$ cat config.mk
export PLATFORM = sky130hd
export DESIGN_NAME = periodic_task_dispatcher_core
export DESIGN_NICKNAME = d
export VERILOG_FILES = /design/src/hw/rtl/ptd_pkg.sv /design/src/hw/rtl/ptd_ram.sv /design/src/hw/rtl/ptd_rem.sv /design/src/hw/rtl/periodic_task_dispatcher_core.sv
export VERILOG_INCLUDE_DIRS = /design/src /design/src/hw/rtl
export SDC_FILE = /design/constraint.sdc
export NUM_CORES = 1
export LEC_CHECK = 0
export ABC_AREA = 1
export BUFFER_PORTS_ARGS = -buffer_cell sky130_fd_sc_hd__clkbuf_2
export CAP_MARGIN = 40
export CORE_MARGIN = 2
export CORE_UTILIZATION = 45
export CTS_BUF_LIST = sky130_fd_sc_hd__clkbuf_4 sky130_fd_sc_hd__clkbuf_8
export DETAILED_ROUTE_END_ITERATION = 12
export SYNTH_ARGS = -nofsm -noshare
export SYNTH_HDL_FRONTEND = slang
export SYNTH_HIERARCHICAL = 1
export SYNTH_SLANG_ARGS = --single-unit
export TNS_END_PERCENT = 10
$ cat constraint.sdc
create_clock -name clock -period 4.2 [get_ports clock]
set_input_delay 0.84 -clock clock [delete_from_list [all_inputs] [get_ports clock]]
set_output_delay 0.84 -clock clock [all_outputs]
set_load 0.02 [all_outputs]
$ cat src/hw/rtl/assert_macros.svh
// assertion macros shared by the dispatcher rtl
// no dependencies; included by files that carry concurrent checks
`ifndef ASSERT_MACROS_SVH
`define ASSERT_MACROS_SVH

// property that must hold at every clock edge outside reset
`define ASSERT_HOLDS(label, clk, rst, prop, msg) \
   label: assert property (@(posedge clk) disable iff (rst) (prop)) else $error(msg);

// consequent must hold in the same cycle as the antecedent
`define ASSERT_SAME(label, clk, rst, ante, cons, msg) \
   label: assert property (@(posedge clk) disable iff (rst) (ante) |-> (cons)) \
      else $error(msg);

// consequent must hold in the cycle after the antecedent
`define ASSERT_NEXT(label, clk, rst, ante, cons, msg) \
   label: assert property (@(posedge clk) disable iff (rst) (ante) |=> (cons)) \
      else $error(msg);

`endif

$ cat src/hw/rtl/ptd_pkg.sv
// types and constants of the periodic task dispatcher
// no dependencies; imported by the remainder unit and the core
package ptd_pkg;

   // fixed field widths
   localparam int PERIOD_W    = 16;
   localparam int SLOT_FLD_W  = 8;
   localparam int REQ_TYPE_W  = 3;
   localparam int TASK_SLOT_W = 3;
   localparam int REQ_TDATA_W = 32;
   localparam int RSP_TDATA_W = 8;

   // results per tick and the counter that tracks them
   localparam int MAX_RESULTS = 8;
   localparam int RES_CNT_W   = 4;

   // remainder unit step counter
   localparam int REM_CNT_W   = $clog2(PERIOD_W);

   // request codes carried in tuser
   typedef enum logic [REQ_TYPE_W-1:0] {
      REQ_TICK    = 3'd0,
      REQ_CREATE  = 3'd1,
      REQ_SUSPEND = 3'd2,
      REQ_RESUME  = 3'd3,
      REQ_DELETE  = 3'd4
   } req_code_type;

   // control sequencer states
   typedef enum logic [2:0] {
      ST_IDLE,
      ST_CMD,
      ST_SCAN,
      ST_LOAD,
      ST_DIV,
      ST_PUSH,
      ST_FINAL
   } state_type;

   // status from the remainder unit
   typedef struct packed {
      logic done;
      logic zero;
   } rem_sts_type;

endpackage

$ cat src/hw/rtl/ptd_ram.sv
// generic single-write, single-read synchronous ram with registered read
// no dependencies; holds the per-slot periods of the dispatcher
module ptd_ram #(
   parameter int WIDTH = 16,
   parameter int DEPTH = 8
) (
   input  logic                                   clock,
   input  logic                                   wr_en,
   input  logic [((DEPTH > 1) ? $clog2(DEPTH) : 1)-1:0] wr_addr,
   input  logic [WIDTH-1:0]                       wr_data,
   input  logic                                   rd_en,
   input  logic [((DEPTH > 1) ? $clog2(DEPTH) : 1)-1:0] rd_addr,
   output logic [WIDTH-1:0]                       rd_data
);

   logic [WIDTH-1:0] mem_ff [DEPTH];
   logic [WIDTH-1:0] rd_data_ff;

   // write port
   always_ff @(posedge clock) begin
      if (wr_en) begin
         mem_ff[wr_addr] <= wr_data;
      end
   end

   // registered read port
   always_ff @(posedge clock) begin
      if (rd_en) begin
         rd_data_ff <= mem_ff[rd_addr];
      end
   end

   assign rd_data = rd_data_ff;

endmodule

$ cat src/hw/rtl/ptd_rem.sv
// bit-serial restoring remainder unit, one quotient bit per cycle
// depends on ptd_pkg; used by the core to test whether a period divides the tick count
`include "assert_macros.svh"

module ptd_rem (
   input  logic                          clock,
   input  logic                          reset,
   input  logic                          start,
   input  logic [ptd_pkg::PERIOD_W-1:0]  dividend,
   input  logic [ptd_pkg::PERIOD_W-1:0]  divisor,
   output ptd_pkg::rem_sts_type          sts
);

   import ptd_pkg::*;

   logic                  busy_ff, busy_in;
   logic                  done_ff, done_in;
   logic [REM_CNT_W-1:0]  cnt_ff, cnt_in;
   logic [PERIOD_W-1:0]   rem_ff, rem_in;
   logic [PERIOD_W-1:0]   dvd_ff, dvd_in;
   logic [PERIOD_W-1:0]   dsr_ff, dsr_in;
   logic [PERIOD_W:0]     trial;
   logic                  step_last;

   // one shift-and-subtract step per cycle
   always_comb begin
      busy_in   = busy_ff;
      done_in   = 1'b0;
      cnt_in    = cnt_ff;
      rem_in    = rem_ff;
      dvd_in    = dvd_ff;
      dsr_in    = dsr_ff;
      trial     = {rem_ff, dvd_ff[PERIOD_W-1]};
      step_last = (cnt_ff == REM_CNT_W'(PERIOD_W - 1));
      if (start) begin
         busy_in = 1'b1;
         cnt_in  = '0;
         rem_in  = '0;
         dvd_in  = dividend;
         dsr_in  = divisor;
      end else if (busy_ff) begin
         if (trial >= {1'b0, dsr_ff}) begin
            rem_in = PERIOD_W'(trial - {1'b0, dsr_ff});
         end else begin
            rem_in = trial[PERIOD_W-1:0];
         end
         dvd_in = {dvd_ff[PERIOD_W-2:0], 1'b0};
         cnt_in = REM_CNT_W'(cnt_ff + 1'b1);
         if (step_last) begin
            busy_in = 1'b0;
            done_in = 1'b1;
         end
      end
   end

   // control registers
   always_ff @(posedge clock) begin
      if (reset) begin
         busy_ff <= 1'b0;
         done_ff <= 1'b0;
      end else begin
         busy_ff <= busy_in;
         done_ff <= done_in;
      end
   end

   // datapath registers
   always_ff @(posedge clock) begin
      cnt_ff <= cnt_in;
      rem_ff <= rem_in;
      dvd_ff <= dvd_in;
      dsr_ff <= dsr_in;
   end

   assign sts.done = done_ff;
   assign sts.zero = (rem_ff == '0);

   // a finished division leaves the unit free
   `ASSERT_SAME(a_done_not_busy, clock, reset, done_ff, !busy_ff, "remainder done while busy")

endmodule

$ cat src/hw/rtl/periodic_task_dispatcher_core.sv
// periodic task dispatcher: slot table, tick scan and result register
// depends on ptd_pkg, ptd_ram, ptd_rem and assert_macros.svh
`include "assert_macros.svh"

// Usage:
// Requests arrive on the req_ stream; req_tuser holds the request code
// (tick, create, suspend, resume, delete) and req_tdata the slot, period
// and has-code flag. Each request produces one or more response
// transactions on the rsp_ stream, the final one marked by rsp_tlast.
// A create, suspend, resume or delete passes through the command state and
// yields one response with the accepted flag. A tick advances the 16-bit
// tick count and walks the slots from 0 upward: each occupied, resumed slot
// costs a period-memory read and, for a nonzero period, a serial remainder
// of the tick count; each due slot after the first also passes the push
// state. A zero period is skipped after the read, and an unoccupied or
// suspended slot is skipped without one.
// Up to eight due slots are reported, lowest first, or a single
// not-dispatched response if none is due.
// One request is in flight at a time; a new request is taken while the
// last response still sits in the output register. A stalled receiver
// holds the response and pauses the scan at the next response until it drains.
// Reset clears the tick count and all occupied and resumed marks at once;
// the period memory needs no clearing as unoccupied slots are never read.
module periodic_task_dispatcher_core #(
   parameter int NUM_SLOTS = 8
) (
   input  logic        clock,
   input  logic        reset,
   // request channel
   input  logic        req_tvalid,
   output logic        req_tready,
   input  logic [31:0] req_tdata,   // slot[7:0], period[23:8], has_code[24], zero[31:25]
   input  logic [2:0]  req_tuser,   // req_type[2:0]
   // response channel
   output logic        rsp_tvalid,
   input  logic        rsp_tready,
   output logic [7:0]  rsp_tdata,   // task_slot[2:0], dispatched[3], accepted[4], zero[7:5]
   output logic        rsp_tlast    // last
);

   import ptd_pkg::*;

   localparam int SLOT_W = (NUM_SLOTS > 1) ? $clog2(NUM_SLOTS) : 1;

   state_type              state_ff, state_in;
   logic [SLOT_W-1:0]      scan_ff, scan_in;
   logic [RES_CNT_W-1:0]   count_ff, count_in;
   logic                   pend_valid_ff, pend_valid_in;
   logic [SLOT_W-1:0]      pend_slot_ff, pend_slot_in;
   logic [PERIOD_W-1:0]    tick_count_ff, tick_count_in;
   logic [NUM_SLOTS-1:0]   occ_ff, occ_in;
   logic [NUM_SLOTS-1:0]   res_ff, res_in;

   // latched request
   logic [REQ_TYPE_W-1:0]  cmd_ff, cmd_in;
   logic [SLOT_FLD_W-1:0]  slot_ff, slot_in;
   logic [PERIOD_W-1:0]    period_ff, period_in;
   logic                   has_code_ff, has_code_in;

   // output register
   logic                   rsp_valid_ff, rsp_valid_in;
   logic [RSP_TDATA_W-1:0] rsp_data_ff, rsp_data_in;
   logic                   rsp_last_ff, rsp_last_in;

   logic                   out_free;
   logic                   emit;
   logic [RSP_TDATA_W-1:0] emit_data;
   logic                   emit_last;
   logic                   advance;
   logic                   scan_last;
   logic                   in_range;
   logic                   acc;
   logic [SLOT_W-1:0]      cmd_idx;
   logic [SLOT_FLD_W-1:0]  pend_wide;

   logic                   ram_wr_en;
   logic                   ram_rd_en;
   logic [PERIOD_W-1:0]    ram_rd_data;
   logic                   rem_start;
   rem_sts_type            rem_sts;

   // period store, one entry per slot
   ptd_ram #(
      .WIDTH (PERIOD_W),
      .DEPTH (NUM_SLOTS)
   ) u_period_ram (
      .clock   (clock),
      .wr_en   (ram_wr_en),
      .wr_addr (cmd_idx),
      .wr_data (period_ff),
      .rd_en   (ram_rd_en),
      .rd_addr (scan_ff),
      .rd_data (ram_rd_data)
   );

   // divisibility test of the tick count by a slot period
   ptd_rem u_rem (
      .clock    (clock),
      .reset    (reset),
      .start    (rem_start),
      .dividend (tick_count_ff),
      .divisor  (ram_rd_data),
      .sts      (rem_sts)
   );

   assign out_free  = !rsp_valid_ff || rsp_tready;
   assign scan_last = (scan_ff == SLOT_W'(NUM_SLOTS - 1));
   assign in_range  = (slot_ff < SLOT_FLD_W'(NUM_SLOTS));
   assign cmd_idx   = slot_ff[SLOT_W-1:0];
   assign pend_wide = SLOT_FLD_W'(pend_slot_ff);

   // sequencer: next state, table updates and result emission
   always_comb begin
      state_in      = state_ff;
      scan_in       = scan_ff;
      count_in      = count_ff;
      pend_valid_in = pend_valid_ff;
      pend_slot_in  = pend_slot_ff;
      tick_count_in = tick_count_ff;
      occ_in        = occ_ff;
      res_in        = res_ff;
      cmd_in        = cmd_ff;
      slot_in       = slot_ff;
      period_in     = period_ff;
      has_code_in   = has_code_ff;
      req_tready    = 1'b0;
      ram_wr_en     = 1'b0;
      ram_rd_en     = 1'b0;
      rem_start     = 1'b0;
      emit          = 1'b0;
      emit_data     = '0;
      emit_last     = 1'b0;
      advance       = 1'b0;
      acc           = 1'b0;

      case (state_ff)
         ST_IDLE: begin
            req_tready = 1'b1;
            if (req_tvalid) begin
               cmd_in      = req_tuser;
               slot_in     = req_tdata[7:0];
               period_in   = req_tdata[23:8];
               has_code_in = req_tdata[24];
               if (req_tuser == REQ_TICK) begin
                  tick_count_in = PERIOD_W'(tick_count_ff + 1'b1);
                  scan_in       = '0;
                  count_in      = '0;
                  pend_valid_in = 1'b0;
                  state_in      = ST_SCAN;
               end else begin
                  state_in = ST_CMD;
               end
            end
         end

         // single-slot table change, one response
         ST_CMD: begin
            if (out_free) begin
               if (in_range) begin
                  case (cmd_ff)
                     REQ_CREATE: begin
                        if (has_code_ff && !occ_ff[cmd_idx]) begin
                           ram_wr_en       = 1'b1;
                           occ_in[cmd_idx] = 1'b1;
                           res_in[cmd_idx] = 1'b1;
                           acc             = 1'b1;
                        end
                     end
                     REQ_SUSPEND: begin
                        res_in[cmd_idx] = 1'b0;
                        acc             = 1'b1;
                     end
                     REQ_RESUME: begin
                        res_in[cmd_idx] = 1'b1;
                        acc             = 1'b1;
                     end
                     REQ_DELETE: begin
                        occ_in[cmd_idx] = 1'b0;
                        acc             = 1'b1;
                     end
                     default: begin
                        acc = 1'b0;
                     end
                  endcase
               end
               emit      = 1'b1;
               emit_data = {3'b000, acc, 1'b0, 3'b000};
               emit_last = 1'b1;
               state_in  = ST_IDLE;
            end
         end

         // skip slots that cannot be due, read the period otherwise
         ST_SCAN: begin
            if (occ_ff[scan_ff] && res_ff[scan_ff]) begin
               ram_rd_en = 1'b1;
               state_in  = ST_LOAD;
            end else begin
               advance = 1'b1;
            end
         end

         // a zero period is never due
         ST_LOAD: begin
            if (ram_rd_data != '0) begin
               rem_start = 1'b1;
               state_in  = ST_DIV;
            end else begin
               advance = 1'b1;
            end
         end

         // hold back one due slot so the final one can carry last
         ST_DIV: begin
            if (rem_sts.done) begin
               if (rem_sts.zero) begin
                  if (pend_valid_ff) begin
                     state_in = ST_PUSH;
                  end else begin
                     pend_valid_in = 1'b1;
                     pend_slot_in  = scan_ff;
                     count_in      = RES_CNT_W'(count_ff + 1'b1);
                     if (count_ff == RES_CNT_W'(MAX_RESULTS - 1)) begin
                        state_in = ST_FINAL;
                     end else begin
                        advance = 1'b1;
                     end
                  end
               end else begin
                  advance = 1'b1;
               end
            end
         end

         // send the held slot, keep the new one
         ST_PUSH: begin
            if (out_free) begin
               emit         = 1'b1;
               emit_data    = {3'b000, 1'b0, 1'b1, pend_wide[TASK_SLOT_W-1:0]};
               emit_last    = 1'b0;
               pend_slot_in = scan_ff;
               count_in     = RES_CNT_W'(count_ff + 1'b1);
               if (count_ff == RES_CNT_W'(MAX_RESULTS - 1)) begin
                  state_in = ST_FINAL;
               end else begin
                  advance = 1'b1;
               end
            end
         end

         // closing response of a tick
         ST_FINAL: begin
            if (out_free) begin
               emit      = 1'b1;
               emit_last = 1'b1;
               if (pend_valid_ff) begin
                  emit_data = {3'b000, 1'b0, 1'b1, pend_wide[TASK_SLOT_W-1:0]};
               end else begin
                  emit_data = '0;
               end
               state_in = ST_IDLE;
            end
         end

         default: begin
            state_in = ST_IDLE;
         end
      endcase

      // step to the next slot or finish the scan
      if (advance) begin
         if (scan_last) begin
            state_in = ST_FINAL;
         end else begin
            scan_in  = SLOT_W'(scan_ff + 1'b1);
            state_in = ST_SCAN;
         end
      end
   end

   // output register next value
   always_comb begin
      rsp_valid_in = rsp_valid_ff && !rsp_tready;
      rsp_data_in  = rsp_data_ff;
      rsp_last_in  = rsp_last_ff;
      if (emit) begin
         rsp_valid_in = 1'b1;
         rsp_data_in  = emit_data;
         rsp_last_in  = emit_last;
      end
   end

   // state register
   always_ff @(posedge clock) begin
      if (reset) begin
         state_ff <= ST_IDLE;
      end else begin
         state_ff <= state_in;
      end
   end

   // control registers
   always_ff @(posedge clock) begin
      if (reset) begin
         tick_count_ff <= '0;
         occ_ff        <= '0;
         res_ff        <= '0;
         pend_valid_ff <= 1'b0;
         count_ff      <= '0;
         scan_ff       <= '0;
         rsp_valid_ff  <= 1'b0;
      end else begin
         tick_count_ff <= tick_count_in;
         occ_ff        <= occ_in;
         res_ff        <= res_in;
         pend_valid_ff <= pend_valid_in;
         count_ff      <= count_in;
         scan_ff       <= scan_in;
         rsp_valid_ff  <= rsp_valid_in;
      end
   end

   // payload registers
   always_ff @(posedge clock) begin
      cmd_ff       <= cmd_in;
      slot_ff      <= slot_in;
      period_ff    <= period_in;
      has_code_ff  <= has_code_in;
      pend_slot_ff <= pend_slot_in;
      rsp_data_ff  <= rsp_data_in;
      rsp_last_ff  <= rsp_last_in;
   end

   assign rsp_tvalid = rsp_valid_ff;
   assign rsp_tdata  = rsp_data_ff;
   assign rsp_tlast  = rsp_last_ff;

   // checks
   `ASSERT_HOLDS(a_count_bound, clock, reset, count_ff <= RES_CNT_W'(MAX_RESULTS), "too many results per tick")
   `ASSERT_SAME(a_emit_free, clock, reset, emit, out_free, "response overwrites a waiting response")
   `ASSERT_SAME(a_rem_in_div, clock, reset, rem_sts.done, state_ff == ST_DIV, "remainder finished outside the scan")
   `ASSERT_NEXT(a_tick_adv, clock, reset, req_tvalid && req_tready && req_tuser == REQ_TICK, tick_count_ff == PERIOD_W'($past(tick_count_ff) + 1'b1), "tick count did not advance")

endmodule
==> results of run 1 <==
[path summary, 6_finish.rpt]
kind,startpoint,end,slack [ns],cells after the start
min,u_period_ram/rd_data[8],u_rem/dsr_ff[8],0.45,0
max,u_rem/rem_ff[15],u_period_ram/rd_data[2],1.66,8
max reg2reg,u_rem/rem_ff[15],u_period_ram/rd_data[2],1.66,8
min reg2reg,u_period_ram/rd_data[8],u_rem/dsr_ff[8],0.45,0
[power by group through the flow]
stage               logic [mW]  registers, mW  clock network, mW
finish                    2.49           3.65               2.58
global route              2.84           3.69               2.78
CTS                       2.50           3.65               2.66
detailed placement        2.49           3.71                  0
global placement          2.45           3.70                  0
floorplan                 1.95           3.65                  0
[logic make-up (layout without fill, tap and decap cells)]
kind of cell	count (synthesis)	count (layout)	synth area share
other	1	3	0.000279
XOR/XNOR	12	12	0.00781
adder cells (fa/ha/maj)	22	22	0.0210
AO/OA/AOI/OAI	86	86	0.0363
buffers and inverters	321	421	0.101
flip-flops	279	279	0.573
AND/OR/NAND/NOR	781	781	0.261
[stage by stage]
step                area, sq um  power [mW]
floorplan                 13500        5.60
global placement          14000        6.15
detailed placement        14000        6.20
CTS                       15100        8.81
global route              15100        9.31
finish                    15100        8.72
[layer usage]
| metal | vias up | wire length [um] |
|---|---|---|
| met3 | 45 | 1220 |
| met5 | - | 0 |
| met2 | 166 | 12800 |
| met4 | 0 | 514 |
| met1 | 4453 | 12700 |
| li1 | 4943 | - |
[cell usage after synthesis, drive strengths merged, types with 2 or more instances]
library cell,count,area [sq um]
clkbuf,7,26.3
nand3,150,843
xor2,5,43.8
a211oi,4,30.0
buf,36,285
a22oi,4,30.0
nor2,107,475
ha,21,263
a21oi,46,241
xnor2,7,61.3
o21ai,30,169
nor3,26,146
nand3b,4,30.0
nor4,3,18.8
inv,277,1040
dfxtp,66,1320
nand4,25,156
and2,3,18.8
edfxtp,213,6400
nand2,460,1800
or2,2,12.5
[area by class of cell]
| type | instances | area share |
|---|---|---|
| clock buffer | 73 | 0.0584 |
| clock inverter | 12 | 0.00972 |
| inverter | 278 | 0.0693 |
| multi-input combinational | 904 | 0.293 |
| sequential | 279 | 0.513 |
| tap | 390 | 0.0324 |
| timing repair buffer | 58 | 0.0251 |
[placed cells by master, fill, tap and decap left out, drive strengths merged, types with 2 or more instances in the layout]
master / instances
buf: 19
dfxtp: 66
a22oi: 4
a211oi: 4
nand3: 150
and2: 3
o21ai: 30
nor4: 3
clkinv: 8
nand4: 25
ha: 21
bufinv: 3
xor2: 5
conb: 3
nor2: 107
a21oi: 46
inv: 278
xnor2: 7
edfxtp: 213
nand2: 460
clkbuf: 112
nor3: 26
or2: 2
nand3b: 4
[state kept, by name, indices dropped and copies added, names as in the netlist, named ones only]
name	flops
u_period_ram/mem_ff	128
period_ff	16
tick_count_ff	16
u_period_ram/rd_data	16
u_rem/dsr_ff	16
u_rem/dvd_ff	16
u_rem/rem_ff	16
slot_ff	8
rsp_tdata	5
count_ff	4
u_rem/cnt_ff	4
cmd_ff	3
pend_slot_ff	3
scan_ff	3
state_ff	3
has_code_ff	1
pend_valid_ff	1
rsp_tlast	1
rsp_tvalid	1
u_rem/busy_ff	1
u_rem/done_ff	1
==> results.md, run 1 <==
* Max Cap Viol at 0
* RD Place Congestion at 0.839
* H-Tree Depth at 2
* DR vias at 9607
* Skew final at 0.0288 ns
* Met2 usage at 0.303
* Power per cell area at 579 nW/um^2
* Register area share after synthesis at 0.573
* Initial core utilization at 0.455
* Final min period at 2.54 ns
* Multi-input logic area at 4410 sq um
* Total track usage at 0.178
* First-pass iteration count of the detailed router at 4
* Switch Pwr at 3.00 mW
* Gate count of the mapped netlist at 1502
* Most frequent CP cell: nor2_1
* Total Neg Setup Slack at 0 ns
* Worst slew pin tran at 0.888 ns
* Die Ht at 177 um
* Initial antenna violation count at 0
* Filler Cell Count at 2733
* Largest net degree at the start of global routing at 65
* Final setup viols at 0
* Register bit total from synthesis at 279
* Peak Freq at 394 MHz
* Final Cycle Share at 0.604
* Worst path max stage delay at 0.59 ns
* Fin. max-slew vios at 0
* First-pass GRT wire length at 44.7 mm
* Layout Cells excl Fill at 1994
* CTS tree: yes
* WP buf/inv at 1
* CTS Buf Count at 47
* Clk_lat worst skew at 0.56 ns
* CP max stage cell: nor4_1
* Mean Syn Cell Area at 8.96 sq um
* Root Driver: clkbuf_8
* Nets@finish at 1629
* Antenna-violating nets left at 0
* Placed insts at 1909
* Largest delay share family, worst path: simple AND/OR/NAND/NOR gates
* Sequential cell area at 7720 sq um
* GR peak layer: met2
* TritonCTS Sinks at 279
* Worst hold slack at 0.449 ns
* Internal power at 5.71 mW
* Post-DP HPWL at 17.4 mm
* Pleak at 6.71 nW
* Sequential Power Share at 0.419
* Min-delay worst type: flop to flop
* RSZ-0062 raised after global routing: no
* Crit Path Class: flop to flop
* Area Overhead vs Synth at 11.9%
* Grt ovf at 0
* Netlist Area Pre-Place at 13500 sq um
* Number of global-route vias before repair at 9046
* WL final at 27.2 mm
* Unique cell type count in the Yosys netlist at 46
* Post-CTS Resized at 0
* Arr. time, crit path at 2.76 ns
* Ports at 50
* Met3 GRT Util at 0.0301
* Clock Power Share at 0.295
* Vias per cell at 4.82
* Rows at 63
* Core area at 29600 sq um
* Peak supply drop at 0.308 mV
* Final core occ at 0.510
* Critical Path RT at 4.42 ns
* PortBufs at 39
* Drt initial violations at 656
* Startpoint types: flop
* Clock slew seen by the registers of the worst setup and hold paths at 0.07 ns
* Yosys warnings at 6
* DRC violations left at 0
* # Post-CTS Setup Buffers at 0
* Net switching fraction of the power at 0.345
* Worst setup margin at 1.66 ns
* Die outline width at 177 um
* Avg WL per Cell at 13.6 um
* Crit-path cells: nor2_1 > nand3_1 > nor4_1 > o21ai_0 > a21oi_2 > nand3_2 > nor2_1 > buf_4
* Hold_buf cts at 0
* Rel. slew slack at 0.407
* CTS Buffer Depth at 3
* Pre-CTS WS at 1.35 ns
* Die footprint at 31300 sq um
* Synth async-reset ratio at 0
* Final hold violations at 0
* Grt met1 use at 0.234
* EDFF count, synth at 213
* Crit. End Element: flop
* Comb power frac at 0.286
* Status: finished, final reports clean
* N_diodes at 0
* Crit path max fanout at 16
* Synth Flop Type: edfxtp_1
* Share of cells above drive strength 1 at 0.127
Power figures use the tool's default switching activity.
==> inputs of run 2 (changes only) <==
- clock period: 4.2 -> 2.2 ns (I/O delays scaled with it)
==> results.md, run 2 (synthesized netlist as in run 1, its figures left out) <==
* Pwr Total at 16.5 mW (+89%)
* CP max stage cell: dfxtp_1
* Total track usage at 0.176 (-0.00162)
* Worst hold slack at 0.0300 ns (-0.419 ns)
* Grt ovf at 0 (unchanged)
* CTS Buffer Depth at 3 (unchanged)
* First-pass GRT wire length at 44.2 mm (-1.2%)
* TritonCTS Sinks at 279 (unchanged)
* Number of global-route vias before repair at 9039 (-0.077%)
* Clock slew seen by the registers of the worst setup and hold paths at 0.06 ns (about the same)
* Biggest register: u_period_ram/mem_ff
* Crit path max fanout at 16 (unchanged)
* CTS Buf Count at 47 (unchanged)
* Core area at 29600 sq um (unchanged)
* Finished layout cell area at 15300 sq um (+1.8%)
* Sequential Power Share at 0.422 (+0.003)
* H-Tree Depth at 2 (unchanged)
* Worst setup margin at 0.133 ns (-1.53 ns)
* Crit. End Element: flop
* Nets@finish at 1657 (+1.7%)
* CTS tree: yes
* Skew final at 0.0556 ns (+0.0268 ns)
* Post-DP HPWL at 17.9 mm (+2.5%)
* Most common cell after layout, fill and taps aside: nand2_1
* Crit-path cells: inv_1 > nand4_1 > nor4_2 > buf_4 > o21ai_0 > a21oi_2 > nand3_2 > nor2_4 > buf_12
* Max Cap Viol at 0 (unchanged)
* Final setup viols at 0 (unchanged)
* Ports at 50 (unchanged)
* Root Driver: clkbuf_8
* Die Ht at 177 um (unchanged)
* Clk_lat worst skew at 0.60 ns (+0.04 ns)
* Area Overhead vs Synth at 13.9%
* DRC violations left at 0 (unchanged)
* Largest net degree at the start of global routing at 69 (+6.2%)
* Flop2flop setup slack at 0.13 ns (-1.53 ns)
* Vias per cell at 4.75 (-1.4%)
* Min-delay worst type: primary input to flop
* Status: finished, final reports clean
* Initial antenna violation count at 0 (unchanged)
* Peak Freq at 484 MHz (+23%)
* RD Place Congestion at 0.858 (+2.2%)
* Antenna-violating nets left at 0 (unchanged)
* Final min period at 2.07 ns (-0.470 ns)
* First-pass iteration count of the detailed router at 4 (unchanged)
* Critical Path RT at 2.46 ns (-1.96 ns)
* N_diodes at 0 (unchanged)
* Placed insts at 1925 (+0.84%)
* Avg WL per Cell at 13.3 um (-2.4%)
* Max FFs per register at 128 (unchanged)
* Comb power frac at 0.297 (+0.011)
* DR vias at 9611 (+0.042%)
* WL final at 26.9 mm (-1.0%)
* Power per cell area at 1080 nW/um^2 (+86%)
* Layout Cells excl Fill at 2023 (+1.5%)
* Die footprint at 31300 sq um (unchanged)
* Initial core utilization at 0.455 (unchanged)
* Pre-CTS WS at 0.0568 ns (-1.29 ns)
* Worst path max stage delay at 0.32 ns (-0.27 ns)
* Die outline width at 177 um (unchanged)
* Final Cycle Share at 0.939 (+0.336)
* Arr. time, crit path at 2.32 ns (-0.44 ns)
* Drt initial violations at 666 (+1.5%)
* PortBufs at 39 (unchanged)
* Peak supply drop at 0.711 mV (+130%)
* Share of cells above drive strength 1 at 0.137 (+0.0100)
* Fin. max-slew vios at 0 (unchanged)
* Switch Pwr at 5.80 mW (+93%)
* Most frequent cells in the layout: 443 x nand2_1, 267 x inv_1, 213 x edfxtp_1
* Crit Path Class: flop to flop
* Clock Power Share at 0.281 (-0.014)
* Rows at 63 (unchanged)
* Final hold violations at 0 (unchanged)
* Pleak at 6.82 nW (+1.6%)
* Net switching fraction of the power at 0.352 (+0.00723)
* Internal power at 10.7 mW (+87%)
* Rel. slew slack at 0.558 (+0.150)
* Startpoint types: flop
* Worst slew pin tran at 0.663 ns (-0.225 ns)
* Placed instance area at 14200 sq um (+1.4%)
==> run 2: timing repair <==
item / in CTS / in global routing
hold buffers: 10 / 0
setup buffers: 0 / 2
hold endpoints to repair: 10 / 0
endpoints found under the setup margin: 0 / 68
resized for setup: 0 / 5
==> run 2: layout make-up <==
| cell class | instances | area (sq um) |
|---|---|---|
| fillers | 2731 | 14200 |
| flip-flops and latches | 279 | 7720 |
| multi-input cells | 904 | 4420 |
| inverters | 278 | 1050 |
| clock buffers | 69 | 831 |
| repair buffers | 86 | 686 |
| well taps | 390 | 488 |
| clock inverters | 17 | 135 |
==> run 2: through the flow <==
stage	setup TNS, ns	utilization
global placement	0	0.482
floorplan	-17.78	-
CTS	0	0.518
global route	-0.0209	0.519
detailed placement	0	0.482
finish	0	0.519
==> run 2: power groups by stage <==
stage	Sequential, mW	Combinational, mW	Clock (mW)
global route	7.04	5.57	4.99
global placement	7.05	4.83	0
CTS	6.96	4.92	4.76
floorplan	6.96	3.73	0
detailed placement	7.07	4.88	0
finish	6.96	4.91	4.63
==> run 2: layer usage <==
metal	vias up	part of all wire	global-route usage
met3	60	0.039	0.0273
li1	5007	-	-
met1	4377	0.46	0.229
met5	-	0	0
met4	0	0.027	0.0627
met2	167	0.48	0.299
==> run 2: worst paths after layout <==
check | to | cells past startpoint | start
worst max-delay path | u_period_ram/rd_data[10] | 9 | u_rem/rem_ff[2]
worst min-delay path | period_ff[9] | 1 | req_tdata[17]
worst max register to register | u_period_ram/rd_data[10] | 9 | u_rem/rem_ff[2]
worst min register to register | u_rem/dsr_ff[2] | 0 | u_period_ram/rd_data[2]
==> run 2: worst max-delay path: cells and delay by family, from the launching register on <==
kind | cells | cell delay (ns)
DFF | 1 | 0.32
and+or+nand+nor | 4 | 0.71
AOI/OAI and AO/OA | 2 | 0.30
buffers and inverters | 3 | 0.40
==> inputs of run 3 (changes only) <==
- ABC_AREA: 1 -> not set
==> results.md, run 3 <==
* Share of cells above drive strength 1 at 0.301 (+0.165)
* Core area at 26800 sq um (-9.3%)
* Grt ovf at 0 (unchanged)
* Power per cell area at 1120 nW/um^2 (+3.6%)
* Gate count of the mapped netlist at 848 (-44%)
* Most frequent cells in the layout: 213 x edfxtp_1, 91 x buf_4, 64 x dfxtp_1
* CTS Buf Count at 47 (unchanged)
* Synth Flop Type: edfxtp_1
* Hold path start: req_tdata[22]
* N_diodes at 0 (unchanged)
* Final hold violations at 0 (unchanged)
* Clock slew seen by the registers of the worst setup and hold paths at 0.06 ns (about the same)
* CTS tree: yes
* Final Cycle Share at 1.09 (+0.146)
* Internal power at 11.4 mW (+6.7%)
* Register bit total from synthesis at 279 (unchanged)
* Pleak at 5.19 nW (-24%)
* RSZ-0062 raised after global routing: yes
* Worst slew pin tran at 0.584 ns (-0.0789 ns)
* PortBufs at 39 (unchanged)
* Root Driver: clkbuf_8
* Number of global-route vias before repair at 7453 (-18%)
* Comb power frac at 0.303 (+0.006)
* Avg WL per Cell at 17.6 um (+32%)
* Post-DP HPWL at 15.4 mm (-14%)
* Finished layout cell area at 14800 sq um (-3.8%)
* Ports at 50 (unchanged)
* Switch Pwr at 5.03 mW (-13%)
* CP max stage cell: edfxtp_1
* Net switching fraction of the power at 0.306 (-0.0458)
* Rel. slew slack at 0.609 (+0.0515)
* Die outline width at 169 um (-4.7%)
* Total track usage at 0.174 (-0.00199)
* First-pass GRT wire length at 39.4 mm (-11%)
* WL final at 24.3 mm (-9.7%)
* Die footprint at 28400 sq um (-9.2%)
* H-Tree Depth at 2 (unchanged)
* Min-delay worst type: primary input to flop
* Filler Cell Count at 2205 (-19%)
* Final core occ at 0.550 (+0.0318)
* Antenna-violating nets left at 0 (unchanged)
* Skew final at 0.0250 ns (-0.0306 ns)
* Synth async-reset ratio at 0 (unchanged)
* Max FFs per register at 128 (unchanged)
* Count leader, synth: edfxtp_1
* Status: complete, but fails checks
* Register area share after synthesis at 0.633 (+0.0597)
* Fin. max-slew vios at 0 (unchanged)
* Failing checks: setup timing
* Share of the synthesized area in the top cell type at 0.525 (+0.0495)
* Clock Power Share at 0.277 (-0.004)
* Netlist Area Pre-Place at 12200 sq um (-9.4%)
* Vias per cell at 5.32 (+12%)
* EDFF count, synth at 213 (unchanged)
* Peak supply drop at 0.685 mV (-3.6%)
* CP startpoint: u_rem/dvd_ff[15]
* Crit. End Element: flop
* Largest net degree at the start of global routing at 37 (-46%)
* Worst path max stage delay at 0.37 ns (+0.05 ns)
* Die Ht at 169 um (-4.7%)
* Pre-CTS WS at -0.525 ns (-0.582 ns)
* Arr. time, crit path at 2.84 ns (+0.52 ns)
* Final min period at 2.39 ns (+0.321 ns)
* Rows at 60 (-4.8%)
* CTS Buffer Depth at 3 (unchanged)
* Crit-path cells: inv_2 > ha_4 > inv_2 > fa_2 > a21o_1 > a22o_1 > o31a_1 > a2111oi_4 > nor2_1 > xnor2_1 > o21ai_1
* Drt initial violations at 557 (-16%)
* Clk_lat worst skew at 0.57 ns (-0.03 ns)
* First-pass iteration count of the detailed router at 4 (unchanged)
* Startpoint types: flop
* Most common cell after layout, fill and taps aside: edfxtp_1
* TritonCTS Sinks at 279 (unchanged)
* RD Place Congestion at 0.817 (-4.8%)
* Initial antenna violation count at 0 (unchanged)
* Peak Freq at 419 MHz (-13%)
* Sequential Power Share at 0.420 (-0.002)
* Mean Syn Cell Area at 14.4 sq um (+60%)
* Crit path max fanout at 2 (-14)
* Most frequent CP cell: inv_2
* Unique cell type count in the Yosys netlist at 77 (+67%)
* Initial core utilization at 0.455 (-0.000510)
* DRC violations left at 0 (unchanged)
* Reg2reg start: u_rem/dvd_ff[15]
* Synth area leader: edfxtp_1
* Biggest register: u_period_ram/mem_ff
* Placed instance area at 13600 sq um (-4.8%)
* DR vias at 7348 (-24%)
* Pwr Total at 16.4 mW (-0.32%)
* Area Overhead vs Synth at 21.0%
* Synth top cells by count: 213 x edfxtp_1, 66 x dfxtp_1, 57 x nor2_1
* Total Neg Setup Slack at -0.680 ns (-0.680 ns)
* Worst setup margin at -0.188 ns (-0.321 ns)
* Yosys warnings at 6 (unchanged)
* Critical Path RT at 2.65 ns (+0.19 ns)
* Max Cap Viol at 0 (unchanged)
* Nets@finish at 1065 (-36%)
* Crit Path Class: flop to flop
* Synth top area cells: edfxtp_1 52%, dfxtp_1 11%, mux4_1 6.0%, mux2_2 2.9%, ha_1 2.2%
* Final setup viols at 12 (+12)
## run 3: cell types whose count changed after synthesis, sizes merged, moves of 14 or more
cell,previous run,this run
nor4,3,18
a211oi,4,20
mux2i,0,17
nand2,460,34
mux2,0,33
nand3,150,13
nand2b,0,17
inv,277,34
buf,36,22
nand4,25,10
nor2,107,58
mux4,0,32
## run 3: cells by family after synthesis
| logic type | count (synthesis) | synth area share |
|---|---|---|
| flops | 279 | 0.633 |
| simple gates | 221 | 0.102 |
| compound gates | 139 | 0.0786 |
| mux | 82 | 0.113 |
| buf+inv | 75 | 0.0290 |
| xor+xnor | 29 | 0.0208 |
| fa+ha+maj | 22 | 0.0232 |
| other cells | 1 | 0.000308 |
## run 3: power groups by stage
stage	Sequential [mW]	Combinational, mW	Clock, mW
2_1_floorplan	6.92	3.06	0
3_5_place_dp	6.99	4.60	0
4_1_cts	6.91	4.90	4.70
3_3_place_gp	6.97	4.57	0
5_1_grt	6.99	5.43	4.91
6_report	6.91	4.98	4.56
## run 3: routing by layer
layer | up-vias | track usage | wire, um
met1 | 3560 | 0.241 | 11400
met2 | 122 | 0.283 | 11500
li1 | 3621 | - | -
met4 | 0 | 0.0558 | 550
met5 | - | 0 | 0
met3 | 45 | 0.0311 | 902
## run 3: final cells by class
cell class | instances | area [sq um] | share of cell area
Sequential cell | 279 | 7720 | 0.523
Inverter | 34 | 128 | 0.00865
Clock inverter | 17 | 129 | 0.00874
Clock buffer | 67 | 810 | 0.0549
Timing Repair Buffer | 146 | 1140 | 0.0774
Tap cell | 341 | 427 | 0.0289
Multi-Input combinational cell | 496 | 4400 | 0.298
## run 3: per-stage QoR
step                hold slack [ns]  cells
floorplan                     0.427    850
global placement              0.435   1286
detailed placement            0.435   1286
CTS                        0.000621   1380
global route                 0.0122   1380
finish                       0.0420   1380
## run 3: path summary, 6_finish.rpt
kind	end	slack (ns)	cells after the start
hold reg to reg	u_rem/dsr_ff[10]	0.45	0
setup / recovery	u_rem/rem_ff[14]	-0.19	11
hold / removal	period_ff[14]	0.04	1
setup reg to reg	u_rem/rem_ff[14]	-0.19	11
## run 3: timing repair
action | CTS | global route
hold buffers | 3 | 0
endpoints found under the hold margin | 3 | 0
pin swaps | 21 | 9
gates cloned | 0 | 0
buffers inserted | 7 | 0
gates resized for setup | 25 | 15
endpoints found under the setup margin | 21 | 57
## run 3: critical path: cells and delay by family, from the launching register on
kind / cells / cell delay (ns)
buffers and inverters: 2 / 0.12
and+or+nand+nor: 1 / 0.10
AOI/OAI and AO/OA: 5 / 1.08
xor gates and xnor gates: 1 / 0.15
DFF: 1 / 0.37
adders and majority gates: 2 / 0.46
